<file path="config.mk">
export PLATFORM = sky130hd
export DESIGN_NAME = fpmd_prep
export DESIGN_NICKNAME = d
export VERILOG_FILES = /design/src/rtl/fpmd_pkg.sv /design/src/rtl/fpmd_prep.sv
export SDC_FILE = /design/constraint.sdc
export NUM_CORES = 2
export LEC_CHECK = 0
export BUFFER_PORTS_ARGS = -buffer_cell sky130_fd_sc_hd__buf_2
export CAP_MARGIN = 30
export CORE_MARGIN = 8
export CORE_UTILIZATION = 30
export CTS_CLUSTER_SIZE = 12
export DETAILED_ROUTE_END_ITERATION = 8
export GPL_TIMING_DRIVEN = 0
export PLACE_DENSITY = 0.54
export SETUP_SLACK_MARGIN = 0.2
export SYNTH_ARGS = -nofsm -noshare
export SYNTH_HDL_FRONTEND = slang
export SYNTH_SLANG_ARGS = --single-unit
export TNS_END_PERCENT = 50
</file>
<file path="constraint.sdc">
create_clock -name clk -period 12.5 [get_ports clk]
set_input_delay 0 -clock clk [delete_from_list [all_inputs] [get_ports clk]]
set_output_delay 0 -clock clk [all_outputs]
set_load 0.05 [all_outputs]
</file>
<file path="src/rtl/fpmd_pkg.sv">
// Types, constants and helpers for the fixed-point multiply/divide unit
package fpmd_pkg;

  localparam int WORD_BITS  = 32;
  localparam int FRAC_BITS  = 16;
  localparam int FIELD_BITS = 32;

  // operands are taken from at most 32 bits of their fields
  localparam int OP_BITS    = (WORD_BITS < 32) ? WORD_BITS : 32;
  localparam int PROD_BITS  = 2 * OP_BITS;
  localparam int QUO_BITS   = OP_BITS + FRAC_BITS;
  localparam int DIV_BPS    = 2;
  localparam int DIV_STAGES = (QUO_BITS + DIV_BPS - 1) / DIV_BPS;
  localparam int DVD_BITS   = DIV_STAGES * DIV_BPS;

  typedef enum logic {
    CMD_MUL = 1'b0,
    CMD_DIV = 1'b1
  } cmd_t;

  typedef logic signed [FIELD_BITS-1:0] field_t;
  typedef logic        [OP_BITS-1:0]    op_t;
  typedef logic signed [PROD_BITS-1:0]  prod_t;
  typedef logic        [DVD_BITS-1:0]   dvd_t;

  // one pipeline slot: dividend shifts out at the top, quotient shifts in at the bottom
  typedef struct packed {
    logic   valid;
    cmd_t   cmd;
    logic   dz;
    logic   neg;
    field_t mul_res;
    op_t    divisor;
    op_t    rem;
    dvd_t   dvd;
  } div_stage_t;

  typedef struct packed {
    field_t result_value;
    logic   divide_by_zero;
  } out_item_t;

  // wrap to the word width, then take the low bits of the result field
  function automatic field_t wrap_field(input logic signed [63:0] v);
    logic signed [63:0] w;
    w = 64'(signed'(v[WORD_BITS-1:0]));
    return w[FIELD_BITS-1:0];
  endfunction

endpackage

</file>
<file path="src/rtl/fpmd_prep.sv">
// Entry stage: operand extension, signed multiply and divider setup
module fpmd_prep (
  input  logic                clk,
  input  logic                rst_n,
  input  logic                en,
  input  logic                in_valid,
  input  fpmd_pkg::cmd_t      in_command,
  input  fpmd_pkg::field_t    in_operand_a,
  input  fpmd_pkg::field_t    in_operand_b,
  output fpmd_pkg::div_stage_t s_out
);
  import fpmd_pkg::*;

  div_stage_t s_r, s_nxt;

  op_t                       a_u, b_u, ma, mb;
  logic signed [OP_BITS-1:0] sa, sb;
  prod_t                     prod;
  logic signed [63:0]        p64, sh;

  always_comb begin
    a_u  = in_operand_a[OP_BITS-1:0];
    b_u  = in_operand_b[OP_BITS-1:0];
    sa   = signed'(a_u);
    sb   = signed'(b_u);
    prod = prod_t'(sa) * prod_t'(sb);
    p64  = 64'(prod);
    sh   = p64 >>> FRAC_BITS;

    ma = a_u[OP_BITS-1] ? (~a_u + op_t'(1)) : a_u;
    mb = b_u[OP_BITS-1] ? (~b_u + op_t'(1)) : b_u;

    s_nxt.valid   = in_valid;
    s_nxt.cmd     = in_command;
    s_nxt.dz      = (in_command == CMD_DIV) && (b_u == '0);
    s_nxt.neg     = a_u[OP_BITS-1] ^ b_u[OP_BITS-1];
    s_nxt.mul_res = wrap_field(sh);
    s_nxt.divisor = mb;
    s_nxt.rem     = '0;
    s_nxt.dvd     = dvd_t'(ma) << FRAC_BITS;
  end

  always_ff @(posedge clk) begin
    if (!rst_n) begin
      s_r.valid <= 1'b0;
    end else if (en) begin
      s_r <= s_nxt;
    end
  end

  assign s_out = s_r;

endmodule

</file>
==> flow_summary.rst <==
.. list-table::
   :header-rows: 1

   * - Metric
     - Value
   * - Post-synthesis instance total
     - 3490
   * - Biggest fanout along the worst timing path
     - 10
   * - Final instance count without filler cells
     - ~5200
   * - Largest net degree at the start of global routing
     - 60
   * - Setup Crit Path Kind
     - in2reg
   * - # resized after CTS
     - 0
   * - Effective utilization at floorplan
     - 0.302
   * - Full die area
     - about 120000 µm²
   * - Proportion of synthesized flip-flops having asynchronous set or reset
     - 0
   * - Hold Worst Slack
     - 0.0419 ns
   * - Commonest cells in the netlist
     - sky130_fd_sc_hd__fa_1, sky130_fd_sc_hd__inv_1, sky130_fd_sc_hd__nand2_1, sky130_fd_sc_hd__and2_1, sky130_fd_sc_hd__clkbuf_1
   * - Area Growth Syn to Fin
     - 10.8%
   * - I/O Pins
     - between 200 and 250
   * - EDFF count, synth
     - 99
   * - GP Congestion
     - between 1 and 1.5
   * - Root buffer cell
     - sky130_fd_sc_hd__clkbuf_16
   * - Flop and latch count out of synthesis
     - 100
   * - All-Layer GR Usage
     - 0.219
   * - Fillcell total
     - about 12000
   * - TritonCTS clock tree
     - done
   * - Number of global-route vias before repair
     - ~27000
   * - Setup repair after global routing missed its margin
     - no
   * - Residual DRC count
     - 0
   * - Average detailed-routed wire length per instance
     - ~25 µm
   * - Slowest cell on the critical path
     - sky130_fd_sc_hd__clkbuf_1
   * - Max Buffers Root-to-Sink
     - 2
   * - Sequential-to-total area share from yosys stat
     - 0.0897
   * - Setup TNS Final
     - 0 ns
   * - Port bufs
     - 140
   * - Cells taking the most area after synthesis
     - sky130_fd_sc_hd__fa_1, sky130_fd_sc_hd__inv_1, sky130_fd_sc_hd__edfxtp_1
   * - Number of failing hold endpoints at the final stage
     - 0
   * - Num rows
     - 122
   * - Later-pin clock latency in the skew report
     - roughly 0.42 ns
   * - Violation count after the first detailed-routing iteration
     - 2567
   * - Mean area per synthesized cell
     - 9.56 µm²
   * - Post-DRT Antenna Nets
     - 0
   * - Worst-Margin Slew
     - 1.10 ns
   * - Area of the core region
     - between 100000 and 150000 µm²
   * - Crit path launch type
     - input port
   * - Number of nets in the layout
     - 4800
   * - Highest Clock Rate
     - 106 MHz
   * - CTS buffer count
     - 9
   * - GRT Residual Overflow
     - 0
   * - Dpl cells
     - a little over 5000
   * - Clock slew seen by the registers of the worst setup and hold paths
     - roughly 0.1 ns
   * - CP arrival
     - 9.58 ns
   * - Top_reg_cell synth
     - sky130_fd_sc_hd__edfxtp_1
   * - CTS Sinks
     - 100
   * - Placed wire-length estimate after detailed placement
     - between 100000 and 150000 µm
   * - Dominant cell type by count on the critical path
     - sky130_fd_sc_hd__fa_1
   * - Worst hold path startpoint
     - in_operand_b[27]
   * - Height of the chip
     - roughly 350 µm
   * - Category of the worst setup path capture point
     - flip-flop
   * - Classification of the worst-slack hold path
     - in2reg
   * - Width of the die
     - around 350 µm
   * - Shortest clock period the worst path allows after layout
     - about 9.4 ns
   * - First-pass iteration count of the detailed router
     - 5
   * - Proportion of netlist area held by the largest area contributor
     - 0.503
   * - Most common cell in the netlist
     - sky130_fd_sc_hd__fa_1
   * - Ys Warns
     - 0
   * - Cell type with the highest aggregate area in the netlist
     - sky130_fd_sc_hd__fa_1
   * - Max-cap viol count
     - 0
   * - Count of distinct cell types in the synthesized netlist
     - 54
   * - Largest register FFs
     - 100
   * - Antenna violations before repair
     - 9
   * - Global-route wire length before repair
     - a little under 200000 µm
   * - Final-report setup violation count
     - 0
   * - Proportion of layout cells with a drive suffix above 1
     - 0.0672
   * - Status
     - finished, final reports clean
   * - Crit path largest cell delay
     - roughly 0.75 ns
   * - Worst EP required
     - 12.68 ns
   * - Number of cells on the worst reg-to-reg path
     - 3
   * - Final clock period utilization by the worst path
     - 0.752
   * - DR vias
     - around 25000
   * - Worst hold path stage count
     - 2
   * - Start of the worst register-to-register path
     - s_out[147]
   * - Synthesized area
     - 33400 µm²
   * - Via count normalized by instance count
     - 4.88
   * - Worst setup path start
     - in_operand_a[20]
   * - H-Tree Depth
     - 3
   * - WL final
     - around 130000 µm
   * - Max-slew violation count
     - 0
   * - Worst Skew
     - 0 ns
   * - Worst slew margin relative to its limit
     - 0.266
## metal layers
metal | up-vias | global-route usage | part of all wire
met3 | 269 | 0.0483 | 0.10
met4 | 2 | 0.0895 | 0.048
li1 | 10500 | - | -
met1 | 13400 | 0.292 | 0.39
met2 | 1365 | 0.345 | 0.46
met5 | - | 0 | 0.000098
## layout by cell type (no fill, tap or decap), drive strengths merged, types with 48 or more instances in the layout
cell / synthesis / routed
inv: 804 / 808
conb: 1 / 48
ha: 165 / 165
fa: 838 / 838
nand2: 506 / 506
buf: 61 / 233
xnor2: 112 / 112
edfxtp: 99 / 99
and2: 415 / 415
clkbuf: 199 / 208
## worst max-delay path, delay by kind of cell
| family | cells | cell delay [ns] |
|---|---|---|
| buffers and inverters | 10 | 2.58 |
| adders and majority gates | 9 | 4.25 |
| and+or+nand+nor | 3 | 0.76 |
| AOI/OAI and AO/OA | 6 | 1.97 |
## worst paths after layout
kind                end  slack, ns
max          s_out[142]       3.10
min          s_out[111]       0.04
max reg2reg  s_out[147]      11.34
min reg2reg  s_out[147]       1.09
## cell type report
cell class | instances | area (µm²) | share of cell area
tap | 1488 | 1860 | 0.0504
buffer | 260 | 1160 | 0.0315
timing repair buffer | 180 | 1230 | 0.0332
sequential | 100 | 2990 | 0.0810
inverter | 804 | 3020 | 0.0817
clock inverter | 7 | 83.8 | 0.00227
clock buffer | 9 | 225 | 0.00609
antenna | 5 | 12.5 | 0.000339
multi-input combinational | 2373 | 26400 | 0.714
## timing repair
action,in CTS,in global routing
buffers inserted,0,0
endpoints found under the hold margin,8,0
hold buffers,8,0
endpoints found under the setup margin,0,0
## cells by family after synthesis
| kind of cell | after synthesis | synth area share |
|---|---|---|
| and+or+nand+nor | 1034 | 0.155 |
| xor gates and xnor gates | 130 | 0.0341 |
| DFF | 100 | 0.0897 |
| other | 1 | 0.000112 |
| AOI/OAI and AO/OA | 157 | 0.0303 |
| adders and majority gates | 1003 | 0.565 |
| buffers and inverters | 1064 | 0.125 |
| muxes | 1 | 0.000300 |
## stage by stage
step                setup slack [ns]  cell area (µm²)   util
CTS                             3.04            36800  0.333
global placement                2.29            36100  0.327
floorplan                       5.29            33500      -
global route                    2.68            36900  0.334
detailed placement              3.16            36500  0.330
finish                          3.10            37000  0.334
Power is not shown: default switching activity piles up to over one toggle a cycle in this logic, so the estimate is an artifact.
