**config.mk**
```make
export PLATFORM = sky130hd
export DESIGN_NAME = fpmd_out_stage
export DESIGN_NICKNAME = d
export VERILOG_FILES = /design/src/rtl/fpmd_pkg.sv /design/src/rtl/fpmd_out_stage.sv
export SDC_FILE = /design/constraint.sdc
export NUM_CORES = 1
export LEC_CHECK = 0
export BUFFER_PORTS_ARGS = -buffer_cell sky130_fd_sc_hd__buf_4
export CORE_UTILIZATION = 30
export DETAILED_ROUTE_END_ITERATION = 16
export GPL_ROUTABILITY_DRIVEN = 0
export PLACE_DENSITY = 0.56
export SYNTH_ARGS = -nofsm -noshare
export SYNTH_HDL_FRONTEND = slang
export SYNTH_SLANG_ARGS = --single-unit
```
**constraint.sdc**
```tcl
create_clock -name clk -period 3.2 [get_ports clk]
set_clock_uncertainty 0.15 [all_clocks]
set_input_delay 0.64 -clock clk [delete_from_list [all_inputs] [get_ports clk]]
set_output_delay 0.64 -clock clk [all_outputs]
set_load 0.005 [all_outputs]
```
**src/rtl/fpmd_pkg.sv**
```systemverilog
// Types, constants and helpers for the fixed-point multiply/divide unit
package fpmd_pkg;

  localparam int WORD_BITS  = 32;
  localparam int FRAC_BITS  = 16;
  localparam int FIELD_BITS = 32;

  // operands are taken from at most 32 bits of their fields
  localparam int OP_BITS    = (WORD_BITS < 32) ? WORD_BITS : 32;
  localparam int PROD_BITS  = 2 * OP_BITS;
  localparam int QUO_BITS   = OP_BITS + FRAC_BITS;
  localparam int DIV_BPS    = 2;
  localparam int DIV_STAGES = (QUO_BITS + DIV_BPS - 1) / DIV_BPS;
  localparam int DVD_BITS   = DIV_STAGES * DIV_BPS;

  typedef enum logic {
    CMD_MUL = 1'b0,
    CMD_DIV = 1'b1
  } cmd_t;

  typedef logic signed [FIELD_BITS-1:0] field_t;
  typedef logic        [OP_BITS-1:0]    op_t;
  typedef logic signed [PROD_BITS-1:0]  prod_t;
  typedef logic        [DVD_BITS-1:0]   dvd_t;

  // one pipeline slot: dividend shifts out at the top, quotient shifts in at the bottom
  typedef struct packed {
    logic   valid;
    cmd_t   cmd;
    logic   dz;
    logic   neg;
    field_t mul_res;
    op_t    divisor;
    op_t    rem;
    dvd_t   dvd;
  } div_stage_t;

  typedef struct packed {
    field_t result_value;
    logic   divide_by_zero;
  } out_item_t;

  // wrap to the word width, then take the low bits of the result field
  function automatic field_t wrap_field(input logic signed [63:0] v);
    logic signed [63:0] w;
    w = 64'(signed'(v[WORD_BITS-1:0]));
    return w[FIELD_BITS-1:0];
  endfunction

endpackage

```
**src/rtl/fpmd_out_stage.sv**
```systemverilog
// Result select, sign fix-up and output register with skid entry
module fpmd_out_stage (
  input  logic                 clk,
  input  logic                 rst_n,
  input  fpmd_pkg::div_stage_t s_in,
  output logic                 en,
  output logic                 out_valid,
  input  logic                 out_ready,
  output fpmd_pkg::out_item_t  out_item
);
  import fpmd_pkg::*;

  logic      out_valid_r, out_valid_nxt;
  logic      skid_valid_r, skid_valid_nxt;
  out_item_t out_data_r, out_data_nxt;
  out_item_t skid_data_r, skid_data_nxt;
  out_item_t res;
  logic [63:0] q64, sq;
  logic        take;

  always_comb begin
    q64 = 64'(s_in.dvd);
    sq  = s_in.neg ? (~q64 + 64'd1) : q64;
    if (s_in.dz) begin
      res.result_value = '0;
    end else if (s_in.cmd == CMD_DIV) begin
      res.result_value = wrap_field(signed'(sq));
    end else begin
      res.result_value = s_in.mul_res;
    end
    res.divide_by_zero = s_in.dz;
  end

  assign take = out_valid_r && out_ready;
  assign en   = !skid_valid_r;

  always_comb begin
    out_valid_nxt  = out_valid_r;
    skid_valid_nxt = skid_valid_r;
    out_data_nxt   = out_data_r;
    skid_data_nxt  = skid_data_r;
    if (skid_valid_r) begin
      // pipeline is frozen; drain the skid entry first
      if (take) begin
        out_data_nxt   = skid_data_r;
        skid_valid_nxt = 1'b0;
      end
    end else if (s_in.valid) begin
      if (!out_valid_r || take) begin
        out_valid_nxt = 1'b1;
        out_data_nxt  = res;
      end else begin
        skid_valid_nxt = 1'b1;
        skid_data_nxt  = res;
      end
    end else if (take) begin
      out_valid_nxt = 1'b0;
    end
  end

  always_ff @(posedge clk) begin
    if (!rst_n) begin
      out_valid_r  <= 1'b0;
      skid_valid_r <= 1'b0;
    end else begin
      out_valid_r  <= out_valid_nxt;
      skid_valid_r <= skid_valid_nxt;
    end
  end

  always_ff @(posedge clk) begin
    out_data_r  <= out_data_nxt;
    skid_data_r <= skid_data_nxt;
  end

  assign out_valid = out_valid_r;
  assign out_item  = out_data_r;

endmodule

```
==> reports/results.tsv, run 1 <==
stage	metric	value	unit
outcome	status	complete, no violations	
logic_synthesis	largest family of logic cells by synthesized area	simple AND/OR/NAND/NOR gates	
setup_path	Bufs and invs on worst path	2	
clock_tree	Reg clk slew, reported paths	0.05	ns
power	Final Power	2.61	mW
sta	min setup slack post-route	0.277	ns
routing	detailed-route via count	3400	
sta	worst rel slew slack	0.450	
logic_synthesis	mux contribution to synthesized area	0.0720	
setup_path	CP delay by family, top	simple AND/OR/NAND/NOR gates	
sta	final setup fails	0	
global_route	largest net degree at the start of global routing	43	
final_layout	antenna diode count	0	
clock_tree	TritonCTS clock tree	yes	
power	Max VDD drop	0.000234	V
logic_synthesis	count leader, synth	edfxtp_1	
setup_path	CP Cell Sequence	buf_4 -> inv_1 -> ha_1 -> or4b_2 -> or4_4 -> or4_1 -> o221ai_1 -> mux2_2	
global_route	GRT Overall Usage	0.179	
final_layout	fin nets	641	
clock_tree	PostCTS Resize Cnt	0	
routing	residual DRC count	0	
logic_synthesis	Post-synth top cells	66 x edfxtp_1, 38 x nand2_1, 32 x nor2_1, 19 x clkbuf_1, 17 x mux2_2	
logic_synthesis	flops & latches, synth	68	
clock_tree	TritonCTS buffer count	9	
routing	detailed-route wire length per cell	17.4	um
global_route	grt ovf	0	
logic_synthesis	ys flop type	edfxtp_1	
sta	hold slack	0.374	ns
final_layout	Post-Layout Cell Count	666	
clock_tree	CTS sink cnt	68	
sta	FMAX	342	MHz
place	DP Cell Count	650	
final_layout	synth-to-layout area growth	35.5	%
sta	period utilization	0.913	
logic_synthesis	Syn Area/Cell	10.4	um2
sta	unrepaired setup endpoints after global routing	false	
global_route	first-pass GRT wire length	17900	um
setup_path	highest cell delay on the worst timing path	0.61	ns
clock_tree	Max clock buf depth	2	
sta	Final Hold Vio Count	0	
clock_tree	Root Buffer	clkbuf_16	
power	Pleak	2.04	nW
floorplan	Die X	116	um
clock_tree	htree depth	3	
clock_tree	Post-CTS Setup Bufs	0	
setup_path	Worst setup SP type	input pin	
global_route	vias in the first global route	3321	
logic_synthesis	post-synthesis xor/xnor area fraction	0.0290	
logic_synthesis	area share of fa/ha/maj cells after synthesis	0.00319	
routing	final WL	11600	um
routing	DRT antenna net count	0	
final_layout	share of cells above drive strength 1	0.340	
floorplan	Initial Util	0.310	
job	max cap viols	0	
logic_synthesis	Post-Synth Simple-Gate Area	0.196	
logic_synthesis	Post-Syn Instances	378	
sta	Final Max Tran Viols	0	
place	detailed placement HPWL	8380	um
setup_path	data required time of the worst path	3.25	ns
logic_synthesis	top cells by area, synth	edfxtp_1 50%, mux2_2 4.9%, nand2_1 3.6%	
routing	DR iter-0 viols	201	
logic_synthesis	Synth Area in Compound Gates	0.146	
logic_synthesis	sequential element share of the synthesized area	0.515	
floorplan	die area	0.0136	mm2
setup_path	crit path DAT	2.98	ns
place	Port Buf Inserts	105	
clock_tree	Hold Buf Count CTS	0	
global_route	antenna violations before repair	0	
min_path	worst min path class	register to register	
clock_tree	worst skew pair latency	0.34	ns
sta	Worst-Margin Slew	0.824	ns
power	Pwr Density	491	mW/mm2
routing	drt first pass iters	4	
logic_synthesis	Post-synth EDFFs	66	
logic_synthesis	Yosys top cell area share	0.505	
logic_synthesis	Synthesized Nets	530	
logic_synthesis	Netlist Area Pre-Place	0.00393	mm2
setup_path	kind of critical path	input pin to register	
final_layout	fill cell count	1260	
sta	Setup Total Neg Slack	0	ns
setup_path	CP endpoint kind	register	
floorplan	std cell rows	41	
sta	Period minus WS final	2.92	ns
logic_synthesis	Post-synth ARST share	0	
logic_synthesis	Distinct cells, synth	50	
logic_synthesis	Synth area leader	edfxtp_1	
place	Place WS	-0.0399	ns
routing	DR vias/cell	5.11	
setup_path	CP max stage cell	or4b_2	
floorplan	io pins	186	
floorplan	Die H	116	um
setup_path	maximum fanout along the worst path	11	
logic_synthesis	synth warn	0	
floorplan	core area	0.0127	mm2
## flip-flops by register name, indices dropped and copies added (netlist names)
register	flops
skid_data_r	33
out_valid	1
out_item	33
skid_valid_r	1
## logic make-up after synthesis
family          Yosys count
simple gates            149
flops                    68
xor+xnor                 13
buf+inv                  38
mux                      26
compound gates           83
fa+ha+maj                 1
## per-layer routing
metal | global-route usage | up-vias | part of all wire
li1 | - | 1672 | -
met1 | 0.237 | 1619 | 0.46
met4 | 0.0675 | 0 | 0.016
met3 | 0.0337 | 14 | 0.044
met2 | 0.289 | 95 | 0.48
met5 | 0 | - | 0
## cells in the final DEF (no fill, tap or decap), drive strengths merged, types with 4 or more instances in the layout
cell type	netlist	layout
nand2	38	38
nand3	8	8
or3	11	11
a211oi	10	10
o221ai	4	4
nor3	8	8
buf	6	125
nor2b	8	8
nand4	4	4
edfxtp	66	66
mux2i	8	8
o31ai	11	11
or4	10	10
inv	12	12
nor2	32	32
nor4	9	9
a21oi	11	11
o21ai	13	13
xor2	8	8
mux2	18	18
xnor2	5	5
clkbuf	19	11
or2	6	6
a31oi	17	17
## power breakdown
part / switching [mW] / internal (mW)
combinational: 0.211 / 0.199
sequential: 0.0179 / 1.05
clock: 0.374 / 0.759
## worst paths after layout
check | startpoint | endpoint | slack [ns] | cells after the start
worst max-delay path | s_in[0] | out_item[29] | 0.28 | 8
worst min-delay path | skid_data_r[1] | out_item[1] | 0.37 | 2
worst max register to register | skid_valid_r | skid_data_r[3] | 1.30 | 5
worst min register to register | skid_data_r[1] | out_item[1] | 0.37 | 2
## per-stage QoR
stage,area (um2),utilization
after global placement,4990,0.394
after CTS,5320,0.420
after global routing,5320,0.420
final,5320,0.420
after detailed placement,4990,0.394
after floorplan,3930,-
## layout make-up
type                       instances  area (um2)  area share
timing repair buffer             125         938       0.176
sequential                        68        2020       0.380
tap                              172         215      0.0404
clock buffer                      11         233      0.0437
inverter                          13        48.8     0.00917
clock inverter                     5         100      0.0188
multi-input combinational        272        1770       0.332
## worst register-to-register path: stages, from the launching register on
cell and delay (ns):
dfxtp_1 0.29, buf_4 0.20, inv_1 0.11, buf_4 0.19, and3_1 0.17, buf_4 0.42
Note: power is estimated with default switching activity, not from simulation.
==> run 2, diff against run 1 <==
Clock period 3.2 ns to 2.4 ns, I/O delays scaled along.
==> reports/results.tsv, run 2 (synthesis results as in run 1) <==
stage	metric	value	unit	change
outcome	status	finished, violations left		was complete, no violations
outcome	violated checks	negative setup slack		
power	Max VDD drop	0.000251	V	was 0.000234 V
sta	hold slack	0.238	ns	was 0.374 ns
clock_tree	Root Buffer	clkbuf_16		unchanged
final_layout	utilization after layout	0.472		was 0.420
global_route	first-pass GRT wire length	18600	um	was 17900 um
setup_path	crit path DAT	2.47	ns	was 2.98 ns
global_route	grt ovf	0		unchanged
place	detailed placement HPWL	8670	um	was 8380 um
floorplan	Die H	116	um	unchanged
routing	DR vias/cell	5.24		was 5.11
place	Post-DP Area	0.00536	mm2	was 0.00499 mm2
final_layout	synth-to-layout area growth	52.4	%	was 35.5%
clock_tree	CTS sink cnt	68		unchanged
routing	detailed-route via count	3711		was 3400
place	DP Cell Count	684		was 650
global_route	vias in the first global route	3694		was 3321
final_layout	share of cells above drive strength 1	0.457		was 0.340
clock_tree	htree depth	3		unchanged
sta	Period minus WS final	2.53	ns	
global_route	antenna violations before repair	0		unchanged
sta	unrepaired setup endpoints after global routing	true		was false
routing	residual DRC count	0		unchanged
final_layout	antenna diode count	0		unchanged
global_route	largest net degree at the start of global routing	53		was 43
floorplan	std cell rows	41		unchanged
final_layout	most frequent cells in the layout	157 x buf_4, 66 x edfxtp_1, 38 x nand2_1, 31 x nor2_1, 15 x a31oi_1		was 125 x buf_4, 66 x edfxtp_1, 38 x nand2_1, 32 x nor2_1, 17 x mux2_2
sta	Setup Total Neg Slack	-0.638	ns	was 0 ns
setup_path	kind of critical path	input pin to register		unchanged
sta	Worst-Margin Slew	0.463	ns	was 0.824 ns
floorplan	Initial Util	0.310		unchanged
routing	DR iter-0 viols	203		was 201
sta	min setup slack post-route	-0.135	ns	was 0.277 ns
setup_path	CP max stage cell	or4_4		was or4b_2
global_route	GRT Overall Usage	0.185		was 0.179
sta	Final Hold Vio Count	0		unchanged
sta	Final Max Tran Viols	0		unchanged
power	Pwr Density	580	mW/mm2	was 491 mW/mm2
setup_path	data required time of the worst path	2.33	ns	was 3.25 ns
final_layout	fin nets	683		was 641
floorplan	die area	0.0136	mm2	unchanged
routing	drt first pass iters	4		unchanged
setup_path	crit-path most repeated cell	or4_4		
setup_path	maximum fanout along the worst path	6		was 11
final_layout	final instance area	0.00599	mm2	was 0.00532 mm2
setup_path	highest cell delay on the worst timing path	0.61	ns	about the same
setup_path	Worst setup SP type	input pin		unchanged
final_layout	Post-Layout Cell Count	708		was 666
sta	period utilization	1.06		
floorplan	core area	0.0127	mm2	unchanged
floorplan	Die X	116	um	unchanged
clock_tree	TritonCTS buffer count	9		unchanged
power	Pleak	2.40	nW	was 2.04 nW
setup_path	CP Cell Sequence	buf_6 -> or4_4 -> or4_4 -> o2111ai_2 -> a31oi_4 -> mux2_1		was buf_4 -> inv_1 -> ha_1 -> or4b_2 -> or4_4 -> or4_1 -> o221ai_1 -> mux2_2
sta	FMAX	395	MHz	
sta	final setup fails	8		was 0
routing	final WL	12600	um	was 11600 um
clock_tree	Max clock buf depth	2		unchanged
clock_tree	Reg clk slew, reported paths	0.06	ns	was 0.05 ns
sta	worst rel slew slack	0.688		was 0.450
place	Port Buf Inserts	105		unchanged
routing	DRT antenna net count	0		unchanged
final_layout	fill cell count	1164		was 1260
setup_path	CP endpoint kind	register		unchanged
floorplan	io pins	186		unchanged
job	max cap viols	0		unchanged
clock_tree	worst skew pair latency	0.33	ns	was 0.34 ns
routing	detailed-route wire length per cell	17.8	um	was 17.4 um
min_path	worst min path class	input pin to register		was register to register
final_layout	most common cell after layout, fill and taps aside	buf_4		unchanged
clock_tree	TritonCTS clock tree	yes		unchanged
==> run 2: cell count changes in the layout (fill, tap and decap cells not counted), moves of 4 or more <==
| cell | change |
|---|---|
| or4_1 | -5 |
| buf_6 | +4 |
| or4_4 | +6 |
| buf_4 | +32 |
| nor4_1 | -6 |
| mux2_4 | +5 |
| mux2_2 | -5 |
==> run 2: layout make-up <==
class,count,area [um2],share of cell area
clock inverters,6,78.8,0.0132
inverters,13,53.8,0.00899
flip-flops and latches,68,2020,0.338
repair buffers,166,1330,0.222
well taps,172,215,0.0360
clock buffers,10,229,0.0383
multi-input cells,273,2060,0.343
==> run 2: what timing repair did <==
item | CTS | global route
gates resized for setup | 23 | 24
endpoints found under the setup margin | 17 | 33
pin swaps | 8 | 14
setup buffers | 4 | 2
cloned | 2 | 0
hold buffers | 0 | 0
==> run 2: metal layers <==
layer | routed length, um | track usage | vias to the layer above | part of all wire
met5 | 0 | 0 | - | 0
met4 | 416 | 0.109 | 0 | 0.033
met3 | 792 | 0.0244 | 27 | 0.063
met2 | 5880 | 0.292 | 139 | 0.47
met1 | 5510 | 0.243 | 1778 | 0.44
li1 | - | - | 1767 | -
==> run 2: path summary, 6_finish.rpt <==
check             depth (start not counted)            start  slack [ns]         endpoint
hold reg to reg                           2  skid_data_r[24]        0.37     out_item[24]
hold / removal                            3            rst_n        0.24     skid_valid_r
setup reg to reg                          3        out_valid        0.77  skid_data_r[26]
setup / recovery                          6         s_in[10]       -0.13     out_item[23]
==> run 2: power breakdown <==
group | switching, mW | leakage, nW | internal (mW)
clock network | 0.501 | 0.154 | 0.900
logic | 0.316 | 1.60 | 0.329
registers | 0.0228 | 0.648 | 1.40
total | 0.839 | 2.40 | 2.63
==> run 2: through the flow <==
stage | power, mW | setup slack, ns
floorplan | 1.71 | -0.393
global placement | 2.05 | -0.490
detailed placement | 2.06 | -0.518
CTS | 3.48 | -0.103
global route | 3.60 | -0.158
finish | 3.47 | -0.135
==> run 2: worst max-delay path: cells and delay by family <==
family	cells	cell delay (ns)
AND/OR/NAND/NOR	2	1.20
multiplexers	1	0.31
buffers and inverters	1	0.09
AO/OA/AOI/OAI	2	0.38
