==> src/rtl/fpmd_pkg.sv <==
// Types, constants and helpers for the fixed-point multiply/divide unit
package fpmd_pkg;

  localparam int WORD_BITS  = 32;
  localparam int FRAC_BITS  = 16;
  localparam int FIELD_BITS = 32;

  // operands are taken from at most 32 bits of their fields
  localparam int OP_BITS    = (WORD_BITS < 32) ? WORD_BITS : 32;
  localparam int PROD_BITS  = 2 * OP_BITS;
  localparam int QUO_BITS   = OP_BITS + FRAC_BITS;
  localparam int DIV_BPS    = 2;
  localparam int DIV_STAGES = (QUO_BITS + DIV_BPS - 1) / DIV_BPS;
  localparam int DVD_BITS   = DIV_STAGES * DIV_BPS;

  typedef enum logic {
    CMD_MUL = 1'b0,
    CMD_DIV = 1'b1
  } cmd_t;

  typedef logic signed [FIELD_BITS-1:0] field_t;
  typedef logic        [OP_BITS-1:0]    op_t;
  typedef logic signed [PROD_BITS-1:0]  prod_t;
  typedef logic        [DVD_BITS-1:0]   dvd_t;

  // one pipeline slot: dividend shifts out at the top, quotient shifts in at the bottom
  typedef struct packed {
    logic   valid;
    cmd_t   cmd;
    logic   dz;
    logic   neg;
    field_t mul_res;
    op_t    divisor;
    op_t    rem;
    dvd_t   dvd;
  } div_stage_t;

  typedef struct packed {
    field_t result_value;
    logic   divide_by_zero;
  } out_item_t;

  // wrap to the word width, then take the low bits of the result field
  function automatic field_t wrap_field(input logic signed [63:0] v);
    logic signed [63:0] w;
    w = 64'(signed'(v[WORD_BITS-1:0]));
    return w[FIELD_BITS-1:0];
  endfunction

endpackage

==> src/rtl/fpmd_div_stage.sv <==
// One divider stage: restoring division, two quotient bits per cycle while en is high
module fpmd_div_stage (
  input  logic                 clk,
  input  logic                 rst_n,
  input  logic                 en,
  input  fpmd_pkg::div_stage_t s_in,
  output fpmd_pkg::div_stage_t s_out
);
  import fpmd_pkg::*;

  div_stage_t s_r, s_nxt;

  always_comb begin
    logic [OP_BITS:0] rem_w;
    op_t              rem;
    dvd_t             dvd;

    rem = s_in.rem;
    dvd = s_in.dvd;
    for (int i = 0; i < DIV_BPS; i++) begin
      rem_w = {rem, dvd[DVD_BITS-1]};
      dvd   = {dvd[DVD_BITS-2:0], 1'b0};
      if (rem_w >= {1'b0, s_in.divisor}) begin
        rem    = OP_BITS'(rem_w - {1'b0, s_in.divisor});
        dvd[0] = 1'b1;
      end else begin
        rem = rem_w[OP_BITS-1:0];
      end
    end

    s_nxt     = s_in;
    s_nxt.rem = rem;
    s_nxt.dvd = dvd;
  end

  always_ff @(posedge clk) begin
    if (!rst_n) begin
      s_r.valid <= 1'b0;
    end else if (en) begin
      s_r <= s_nxt;
    end
  end

  assign s_out = s_r;

endmodule

==> config.mk <==
export PLATFORM = sky130hd
export DESIGN_NAME = fpmd_div_stage
export DESIGN_NICKNAME = d
export VERILOG_FILES = /design/src/rtl/fpmd_pkg.sv /design/src/rtl/fpmd_div_stage.sv
export SDC_FILE = /design/constraint.sdc
export NUM_CORES = 1
export LEC_CHECK = 0
export BUFFER_PORTS_ARGS = -buffer_cell sky130_fd_sc_hd__buf_4
export CAP_MARGIN = 20
export CORE_MARGIN = 1.5
export CORE_UTILIZATION = 55
export CTS_CLUSTER_SIZE = 8
export DETAILED_ROUTE_END_ITERATION = 12
export PLACE_DENSITY = 0.95
export RECOVER_POWER = 25
export SYNTH_ARGS = -nofsm -noshare
export SYNTH_HDL_FRONTEND = slang
export SYNTH_SLANG_ARGS = --single-unit
==> constraint.sdc <==
create_clock -name clk -period 13.75 [get_ports clk]
set_input_delay 0.6875 -clock clk [delete_from_list [all_inputs] [get_ports clk]]
set_output_delay 0.6875 -clock clk [all_outputs]
set_load 0.03 [all_outputs]
==> impl_metrics.csv, run 1 <==
group,metric,value,unit
detailed_routing,detail_route.wl_per_cell,20.64,um
sta,final_max_slew_viol_count,0,
detailed_routing,num_vias,7555,
setup_path,cp.required,13.93,ns
sta,min_period,6.436,ns
clocking,cts_buffers,17,
clocking,ctsHoldBuffers,0,
power,p_clk_share,28.5,%
synthesis,yosys_warnings,0,
setup_path,crit_arrival,6.62,ns
sta,hold_violations,0,
final_layout,nets,1288,
global_routing,grt_pass1_wl,39910,um
final_layout,layout_common_cells,"buf_4 (191), edfxtp_1 (147), clkbuf_4 (100)",
global_routing,grt.total_usage,32.03,%
global_routing,overflow,0,
synthesis,synthCells,761,
die,die-area,0.01670,mm2
final_layout,fillers,1018,
synthesis,netlist_area,0.008762,mm2
synthesis,ys_dominant_reg_cell,"edfxtp_1",
power,p_comb_share,37.1,%
final_layout,layout-drive-gt1-share,33.30,%
final_layout,design_area,0.01178,mm2
clocking,postCtsSetupRepairBufs,0,
synthesis,syn-num-nets,978,
synthesis,avgSynthCellArea,11.51,um2
power,powerDensity,141.6,mW/mm2
sta,hold_ws,0.4477,ns
die,fp.coreArea,0.01537,mm2
run,drv_cap,0,
clocking,cts_tree,"built",
hold_path,holdCritPathClass,"in2reg",
power,seq_power_share,34.4,%
clocking,htree_levels,4,
detailed_routing,avgViaCountPerCell,5.834,
place,io_buffer_count,298,
place,place_area,0.01122,mm2
sta,setup_tns,0,ns
global_routing,grt_pass1_vias,7423,
power,ir_worst_vdd,0.0001019,V
final_layout,area_growth,34.40,%
synthesis,async_flop_share,0,%
clocking,insertion_delay,0.43,ns
setup_path,path_max_fanout,49,
detailed_routing,wl,26730,um
final_layout,mostFrequentLayoutCell,"buf_4",
global_routing,grt_start_max_net_pins,77,
die,initial_utilization,57.00,%
synthesis,synth_cell_types,73,
power,switching_share,34.48,%
place,dp_hpwl,20350,um
die,die_h,129.2,um
detailed_routing,ant_nets,0,
detailed_routing,first_pass_iters,6,
final_layout,n_antenna_cell,0,
sta,worst_pin_slew,0.9922,ns
detailed_routing,drt_iter0_markers,563,
sta,maxSlewHeadroom,33.85,%
power,switching_power,0.5750,mW
setup_path,crit_type,"in2reg",
sta,finalCritPeriodShare,46.81,%
setup_path,cp-end-kind,"flop",
setup_path,startpoint_type,"input pin",
sta,rsz0062_at_grt,"false",
die,chipWidth,129.2,um
clocking,clk_pin_slew,0.07,ns
place,place_congestion,0.9104,
power,power.leakage,5.029,nW
synthesis,synth_seq_area_share,50.61,%
final_layout,largest_register_ffs,148,
global_routing,antenna_found_initial,0,
clocking,clock-sinks,148,
detailed_routing,drc,0,
clocking,cts.path.max_buffers,2,
sta,fin_worst_skew,0,ns
synthesis,synth_edf_count,147,
clocking,root_buffer,"clkbuf_16",
clocking,cts_resized,0,
status,outcome,"complete, no violations",
die,num_io_pins,299,
sta,final-setup-viol-count,0,
sta,fmax,155.4,MHz
synthesis,synth-seq-cells,148,
die,num_rows,45,
power,p_int,1.093,mW
==> routing by layer <==
layer / GRT usage [%] / up-vias / routed length (um)
met5: 0 / - / 0
met4: 18.90 / 0 / 1447
met3: 9.992 / 94 / 2534
met2: 54.47 / 425 / 13030
met1: 35.42 / 3528 / 9717
li1: - / 3508 / -
==> area by class of cell <==
| type | instances | area, um2 | share of cell area [%] |
|---|---|---|---|
| clock inverter | 14 | 165.2 | 1.402 |
| inverter | 50 | 187.7 | 1.594 |
| clock buffer | 18 | 429.2 | 3.644 |
| multi-input combinational | 553 | 4074 | 34.59 |
| tap | 211 | 264.0 | 2.242 |
| timing repair buffer | 301 | 2222 | 18.87 |
| sequential | 148 | 4434 | 37.65 |
==> power groups by stage <==
| stage | clock network, mW | registers, mW | logic (mW) |
|---|---|---|---|
| 2_1_floorplan | 0 | 0.670 | 0.335 |
| 3_3_place_gp | 0 | 0.580 | 0.589 |
| 3_5_place_dp | 0 | 0.582 | 0.606 |
| 4_1_cts | 0.482 | 0.573 | 0.611 |
| 5_1_grt | 0.498 | 0.577 | 0.660 |
| 6_report | 0.476 | 0.573 | 0.619 |
==> cells by family (layout without fill, tap and decap cells) <==
family                     Yosys count  after routing  share of synthesized area (%)
AOI/OAI and AO/OA                  204            204                          15.48
and+or+nand+nor                    193            193                          10.95
DFF                                148            148                          50.61
adders and majority gates           66             66                          9.596
buffers and inverters               60            383                          2.927
xor gates and xnor gates            49             49                          4.898
muxes                               41             41                          5.541
==> per-stage QoR <==
step / setup WS (ns) / util (%) / std cells / total power [mW]
4_1_cts: 7.477 / 76.86 / 1295 / 1.666
2_1_floorplan: 8.423 / - / 761 / 1.005
5_1_grt: 6.932 / 76.61 / 1295 / 1.735
3_5_place_dp: 7.049 / 72.99 / 1263 / 1.188
6_report: 7.314 / 76.61 / 1295 / 1.668
3_3_place_gp: 7.216 / 72.99 / 1263 / 1.169
==> synthesized netlist by cell type (5+ instances only) <==
master | instances | area share [%]
and2_1 | 5 | 0.36
inv_1 | 49 | 2.1
nand2b_1 | 9 | 0.64
a21o_1 | 25 | 2.1
o211ai_1 | 7 | 0.60
nand3_1 | 10 | 0.57
nor2b_1 | 9 | 0.64
nor2_1 | 47 | 2.0
or3_1 | 7 | 0.50
nand2_1 | 57 | 2.4
nor3_1 | 14 | 0.80
xor2_1 | 22 | 2.2
edfxtp_1 | 147 | 50
o21ai_0 | 56 | 3.2
a211oi_1 | 13 | 1.1
nand4_1 | 9 | 0.64
a21boi_0 | 6 | 0.51
mux2_2 | 12 | 1.5
ha_1 | 64 | 9.1
mux2i_1 | 8 | 0.91
a21oi_1 | 39 | 2.2
mux2_1 | 12 | 1.5
nor4_1 | 6 | 0.43
mux2_4 | 9 | 1.5
o21a_1 | 11 | 0.94
xnor2_1 | 27 | 2.7
==> worst max-delay path, stage by stage <==
cell and delay, ns:
clkbuf_1 0.09, inv_1 0.07, ha_1 0.36, a21oi_1 0.28, o21ai_1 0.14, a211oi_1 0.37, and3_1 0.22, o21ai_2 0.10
a31oi_4 0.16, buf_4 0.47, nand2_1 0.10, a21boi_0 0.16, inv_1 0.08, ha_1 0.28, a211o_1 0.36, a311oi_1 0.32
o311ai_0 0.20, o211ai_1 0.16, o21ai_0 0.23, nand2b_1 0.13, nand3_1 0.13, a21oi_4 0.65, buf_4 0.43, mux2_2 0.39
==> worst paths after layout <==
path | depth (start not counted) | to | slack (ns) | from
min reg2reg | 2 | s_out[147] | 0.54 | s_out[147]
max reg2reg | 2 | s_out[147] | 13.14 | s_out[147]
min | 1 | s_out[15] | 0.45 | s_in[13]
max | 24 | s_out[50] | 7.31 | s_in[90]
Note: power is estimated with default switching activity, not from simulation.
==> inputs of run 2 (changes only) <==
--- a/config.mk
+++ b/config.mk
@@ -8,10 +8,10 @@
 export BUFFER_PORTS_ARGS = -buffer_cell sky130_fd_sc_hd__buf_4
 export CAP_MARGIN = 20
 export CORE_MARGIN = 1.5
-export CORE_UTILIZATION = 55
+export CORE_UTILIZATION = 51
 export CTS_CLUSTER_SIZE = 8
 export DETAILED_ROUTE_END_ITERATION = 12
-export PLACE_DENSITY = 0.95
+export PLACE_DENSITY = 0.91
 export RECOVER_POWER = 25
 export SYNTH_ARGS = -nofsm -noshare
 export SYNTH_HDL_FRONTEND = slang
==> constraint.sdc (replaced) <==
create_clock -name clk -period 6.74 [get_ports clk]
set_input_delay 0.337 -clock clk [delete_from_list [all_inputs] [get_ports clk]]
set_output_delay 0.337 -clock clk [all_outputs]
set_load 0.03 [all_outputs]
==> impl_metrics.csv, run 2 (synthesis gave the netlist of run 1 again) <==
group,metric,value,unit
die,num_rows,47,
hold_path,hold_depth,1,
clocking,postCtsSetupRepairBufs,0,
hold_path,holdCritPathClass,"in2reg",
final_layout,mostFrequentLayoutCell,"buf_4",
clocking,cts_buffers,17,
die,die-area,0.01798,mm2
die,num_io_pins,299,
global_routing,busiest_layer,"met2",
clocking,clock-sinks,148,
global_routing,use_met2,50.80,%
global_routing,grt_util_met1,33.69,%
sta,final-setup-viol-count,0,
sta,hold_ws,0.1062,ns
global_routing,grt_start_max_net_pins,77,
sta,worst_pin_slew,1.040,ns
global_routing,grt_pass1_vias,7274,
global_routing,overflow,0,
clocking,htree_levels,4,
power,ir_worst_vdd,0.0001822,V
setup_path,reg2regPathDepth,2,
hold_path,whs_endpoint,"s_out[119]",
setup_path,timing.rr.start,"s_out[147]",
sta,finalCritPeriodShare,87.95,%
hold_path,min_from,"s_in[119]",
sta,fmax,168.7,MHz
final_layout,layout_common_cells,"buf_4 (190), edfxtp_1 (147), clkbuf_4 (104)",
setup_path,cp-end-kind,"flop",
detailed_routing,ant_nets,0,
die,chipWidth,134.1,um
sta,hold_violations,0,
sta,final_max_slew_viol_count,0,
clocking,ctsHoldBuffers,0,
detailed_routing,drc,0,
die,fp.coreArea,0.01670,mm2
place,io_buffer_count,298,
detailed_routing,drt_iter0_markers,489,
clocking,cts.path.max_buffers,2,
place,dp_cells,1272,
final_layout,layout-drive-gt1-share,33.76,%
setup_path,crit_type,"in2reg",
clocking,cts_tree,"built",
detailed_routing,wl,26180,um
setup_path,startpoint_type,"input pin",
final_layout,instances_no_fill,1305,
die,die_h,134.1,um
sta,min_period,5.928,ns
run,drv_cap,0,
die,initial_utilization,52.46,%
clocking,root_buffer,"clkbuf_16",
sta,setup_tns,0,ns
detailed_routing,detail_route.wl_per_cell,20.06,um
detailed_routing,first_pass_iters,5,
detailed_routing,avgViaCountPerCell,5.707,
global_routing,met3_usage,6.387,%
clocking,cts_resized,0,
place,dp_slack,0.5299,ns
clocking,clk_pin_slew,0.07,ns
setup_path,crit_arrival,6.10,ns
detailed_routing,num_vias,7448,
global_routing,grt.total_usage,28.73,%
place,dp_hpwl,20290,um
sta,setup_ws,0.8122,ns
power,p_total,3.353,mW
final_layout,largest_register_ffs,148,
global_routing,antenna_found_initial,1,
power,power.leakage,5.030,nW
power,powerDensity,284.3,mW/mm2
clocking,insertion_delay,0.42,ns
sta,fin_worst_skew,0,ns
status,outcome,"complete, no violations",
sta,maxSlewHeadroom,30.66,%
place,place_congestion,0.9308,
sta,rsz0062_at_grt,"false",
global_routing,grt_pass1_wl,39510,um
final_layout,area_growth,34.61,%
setup_path,path_max_fanout,34,
setup_path,reg2reg_to,"s_out[147]",
setup_path,reg2reg_slack,6.12,ns
final_layout,nets,1288,
setup_path,cp.required,6.92,ns
[run 2: routing by layer]
| layer | up-vias | share of wire, % |
|---|---|---|
| li1 | 3499 | - |
| met1 | 3557 | 38 |
| met2 | 331 | 51 |
| met3 | 61 | 7.2 |
| met4 | 0 | 4.0 |
| met5 | - | 0 |
[run 2: critical path, stage by stage]
cell	delay [ns]
clkbuf_4	0.11
inv_1	0.05
ha_1	0.36
a211o_1	0.31
o32a_2	0.42
a21oi_2	0.24
o21ai_2	0.14
a31oi_4	0.41
buf_4	0.44
nand2_1	0.09
a21boi_0	0.15
inv_1	0.08
ha_1	0.30
and2_1	0.21
a311oi_1	0.35
o311ai_0	0.21
o211ai_1	0.18
o21ai_0	0.26
nand2b_1	0.14
nand3_1	0.13
a21oi_4	0.47
buf_12	0.30
mux2_2	0.37
[run 2: report_power, final]
part	internal, mW	switching (mW)	total [mW]
Combinational	0.534	0.725	1.26
Sequential	1.14	0.0274	1.17
Clock	0.519	0.406	0.925
[run 2: through the flow]
step                cell area (um2)  util [%]
global placement              11240     67.32
detailed placement            11240     67.32
floorplan                      8762         -
finish                        11800     70.62
global route                  11800     70.62
CTS                           11820     70.74
[run 2: worst max path at each step]
stage,start,end,slack [ns],depth (start not counted)
2_1_floorplan,s_in[105],s_out[54],1.76,24
3_3_place_gp,s_in[86],s_out[66],0.77,22
3_5_place_dp,s_in[86],s_out[67],0.53,23
4_1_cts,s_in[86],s_out[67],0.93,23
5_1_grt,s_in[86],s_out[67],0.48,23
6_report,s_in[86],s_out[67],0.81,23
[run 2: area by class of cell]
type | count | area, um2
repair buffers | 301 | 2250
fillers | 1249 | 4906
well taps | 220 | 275.3
multi-input cells | 553 | 4074
diodes | 1 | 2.502
inverters | 50 | 187.7
clock inverters | 14 | 142.6
clock buffers | 18 | 429.2
flip-flops and latches | 148 | 4434
==> inputs of run 3 (changes only) <==
==> constraint.sdc (replaced) <==
create_clock -name clk -period 6.8 [get_ports clk]
set_input_delay 0.34 -clock clk [delete_from_list [all_inputs] [get_ports clk]]
set_output_delay 0.34 -clock clk [all_outputs]
set_load 0.03 [all_outputs]
==> impl_metrics.csv, run 3 (synthesis gave the netlist of run 1 again) <==
group,metric,value,unit
final_layout,area_growth,34.71,%
final_layout,layout_common_cells,"buf_4 (190), edfxtp_1 (147), clkbuf_4 (101)",
clocking,ctsHoldBuffers,0,
sta,hold_violations,0,
detailed_routing,num_vias,7502,
hold_path,holdCritPathClass,"in2reg",
clocking,clock-sinks,148,
die,die_h,134.1,um
power,p_total,3.355,mW
clocking,cts.path.max_buffers,2,
setup_path,cp-end-kind,"flop",
detailed_routing,drc,0,
die,chipWidth,134.1,um
power,ir_worst_vdd,0.0001882,V
detailed_routing,first_pass_iters,7,
final_layout,mostFrequentLayoutCell,"buf_4",
place,place_congestion,0.9287,
setup_path,crit_chain,"clkbuf_1 > inv_1 > ha_1 > a211o_1 > o32a_2 > a21oi_2 > o21ai_2 > a31oi_4 > buf_4 > mux2_2 > ha_1 > a21oi_1 > o211ai_1 > nor3_1 > o21ba_2 > o21ai_0 > nand2b_1 > nand3_1 > a21oi_4 > buf_12 > mux2_2",
detailed_routing,ant_nets,0,
setup_path,path_max_fanout,34,
sta,fmax,167.5,MHz
sta,fin_worst_skew,0,ns
global_routing,overflow,0,
clocking,insertion_delay,0.42,ns
setup_path,cp-startpoint,"s_in[86]",
setup_path,crit_family,"compound AO/OA/AOI/OAI gates",
detailed_routing,drt_iter0_markers,581,
setup_path,critPathBufInv,4,
clocking,cts_buffers,17,
setup_path,reg2reg_slack,6.17,ns
sta,maxSlewHeadroom,31.51,%
sta,final-setup-viol-count,0,
final_layout,layout-drive-gt1-share,33.49,%
status,outcome,"complete, no violations",
detailed_routing,avgViaCountPerCell,5.753,
clocking,cts_resized,0,
die,num_rows,47,
sta,worst_pin_slew,1.027,ns
global_routing,grt.total_usage,28.93,%
global_routing,grt_start_max_net_pins,77,
detailed_routing,wl,26060,um
final_layout,regArea,0.004434,mm2
clocking,postCtsSetupRepairBufs,0,
clocking,htree_levels,4,
final_layout,fillers,1210,
sta,final_max_slew_viol_count,0,
die,num_io_pins,299,
die,initial_utilization,52.46,%
final_layout,nets,1288,
setup_path,path_depth,21,
die,fp.coreArea,0.01670,mm2
final_layout,n_antenna_cell,0,
setup_path,cp.required,6.97,ns
sta,finalCritPeriodShare,87.80,%
clocking,root_buffer,"clkbuf_16",
power,powerDensity,284.2,mW/mm2
setup_path,reg2reg_to,"s_out[147]",
place,io_buffer_count,298,
clocking,cts_tree,"built",
setup_path,startpoint_type,"input pin",
setup_path,crit_type,"in2reg",
setup_path,crit_slowest_cell,"a21oi_4",
power,power.leakage,5.034,nW
die,die-area,0.01798,mm2
sta,min_period,5.970,ns
final_layout,multiInputGateArea,0.004074,mm2
clocking,clk_pin_slew,0.06,ns
sta,setup_tns,0,ns
setup_path,cp-endpoint,"s_out[50]",
detailed_routing,detail_route.wl_per_cell,19.98,um
setup_path,slowest_delay,0.45,ns
setup_path,crit_arrival,6.14,ns
sta,rsz0062_at_grt,"false",
sta,setup_ws,0.8295,ns
global_routing,antenna_found_initial,0,
final_layout,largest_register_ffs,148,
run,drv_cap,0,
global_routing,grt_pass1_wl,39660,um
place,dp_slack,0.5536,ns
global_routing,grt_pass1_vias,7338,
place,dp_hpwl,20240,um
setup_path,reg2regPathDepth,2,
setup_path,timing.rr.start,"s_out[147]",
-- run 3: metal layers --
layer / up-vias / global-route usage, % / share of wire [%]
met3: 70 / 6.992 / 7.9
met2: 376 / 51.46 / 51
li1: 3509 / - / -
met4: 0 / 12.43 / 3.9
met1: 3547 / 33.26 / 37
met5: - / 0 / 0
-- run 3: worst min-delay path by stage --
stage                     depth (start not counted)  slack [ns]    endpoint       start
after floorplan                                   0        0.44  s_out[100]   s_in[100]
after global placement                            2        0.51  s_out[147]  s_out[147]
after detailed placement                          1        0.52    s_out[5]     s_in[3]
after CTS                                         1        0.07  s_out[122]   s_in[122]
after global routing                              1         0.1  s_out[122]   s_in[122]
final                                             1        0.11  s_out[100]   s_in[100]
-- run 3: metrics by stage --
step / hold WS, ns / util (%) / instance area, um2 / std cells
after CTS: 0.07121 / 70.88 / 11840 / 1304
after global routing: 0.09715 / 70.68 / 11800 / 1304
after floorplan: 0.4389 / - / 8762 / 761
after global placement: 0.5069 / 67.32 / 11240 / 1272
after detailed placement: 0.5198 / 67.32 / 11240 / 1272
final: 0.1095 / 70.68 / 11800 / 1304
-- run 3: final cells by class --
class | instances | area share [%]
Inverter | 50 | 1.590
Clock inverter | 15 | 1.431
Tap cell | 220 | 2.332
Sequential cell | 148 | 37.57
Multi-Input combinational cell | 553 | 34.51
Timing Repair Buffer | 301 | 18.96
Clock buffer | 17 | 3.604
-- run 3: power breakdown --
| group | internal (mW) | total [mW] | switching, mW |
|---|---|---|---|
| combinational | 0.528 | 1.24 | 0.716 |
| clock | 0.551 | 0.951 | 0.401 |
| sequential | 1.13 | 1.16 | 0.0279 |
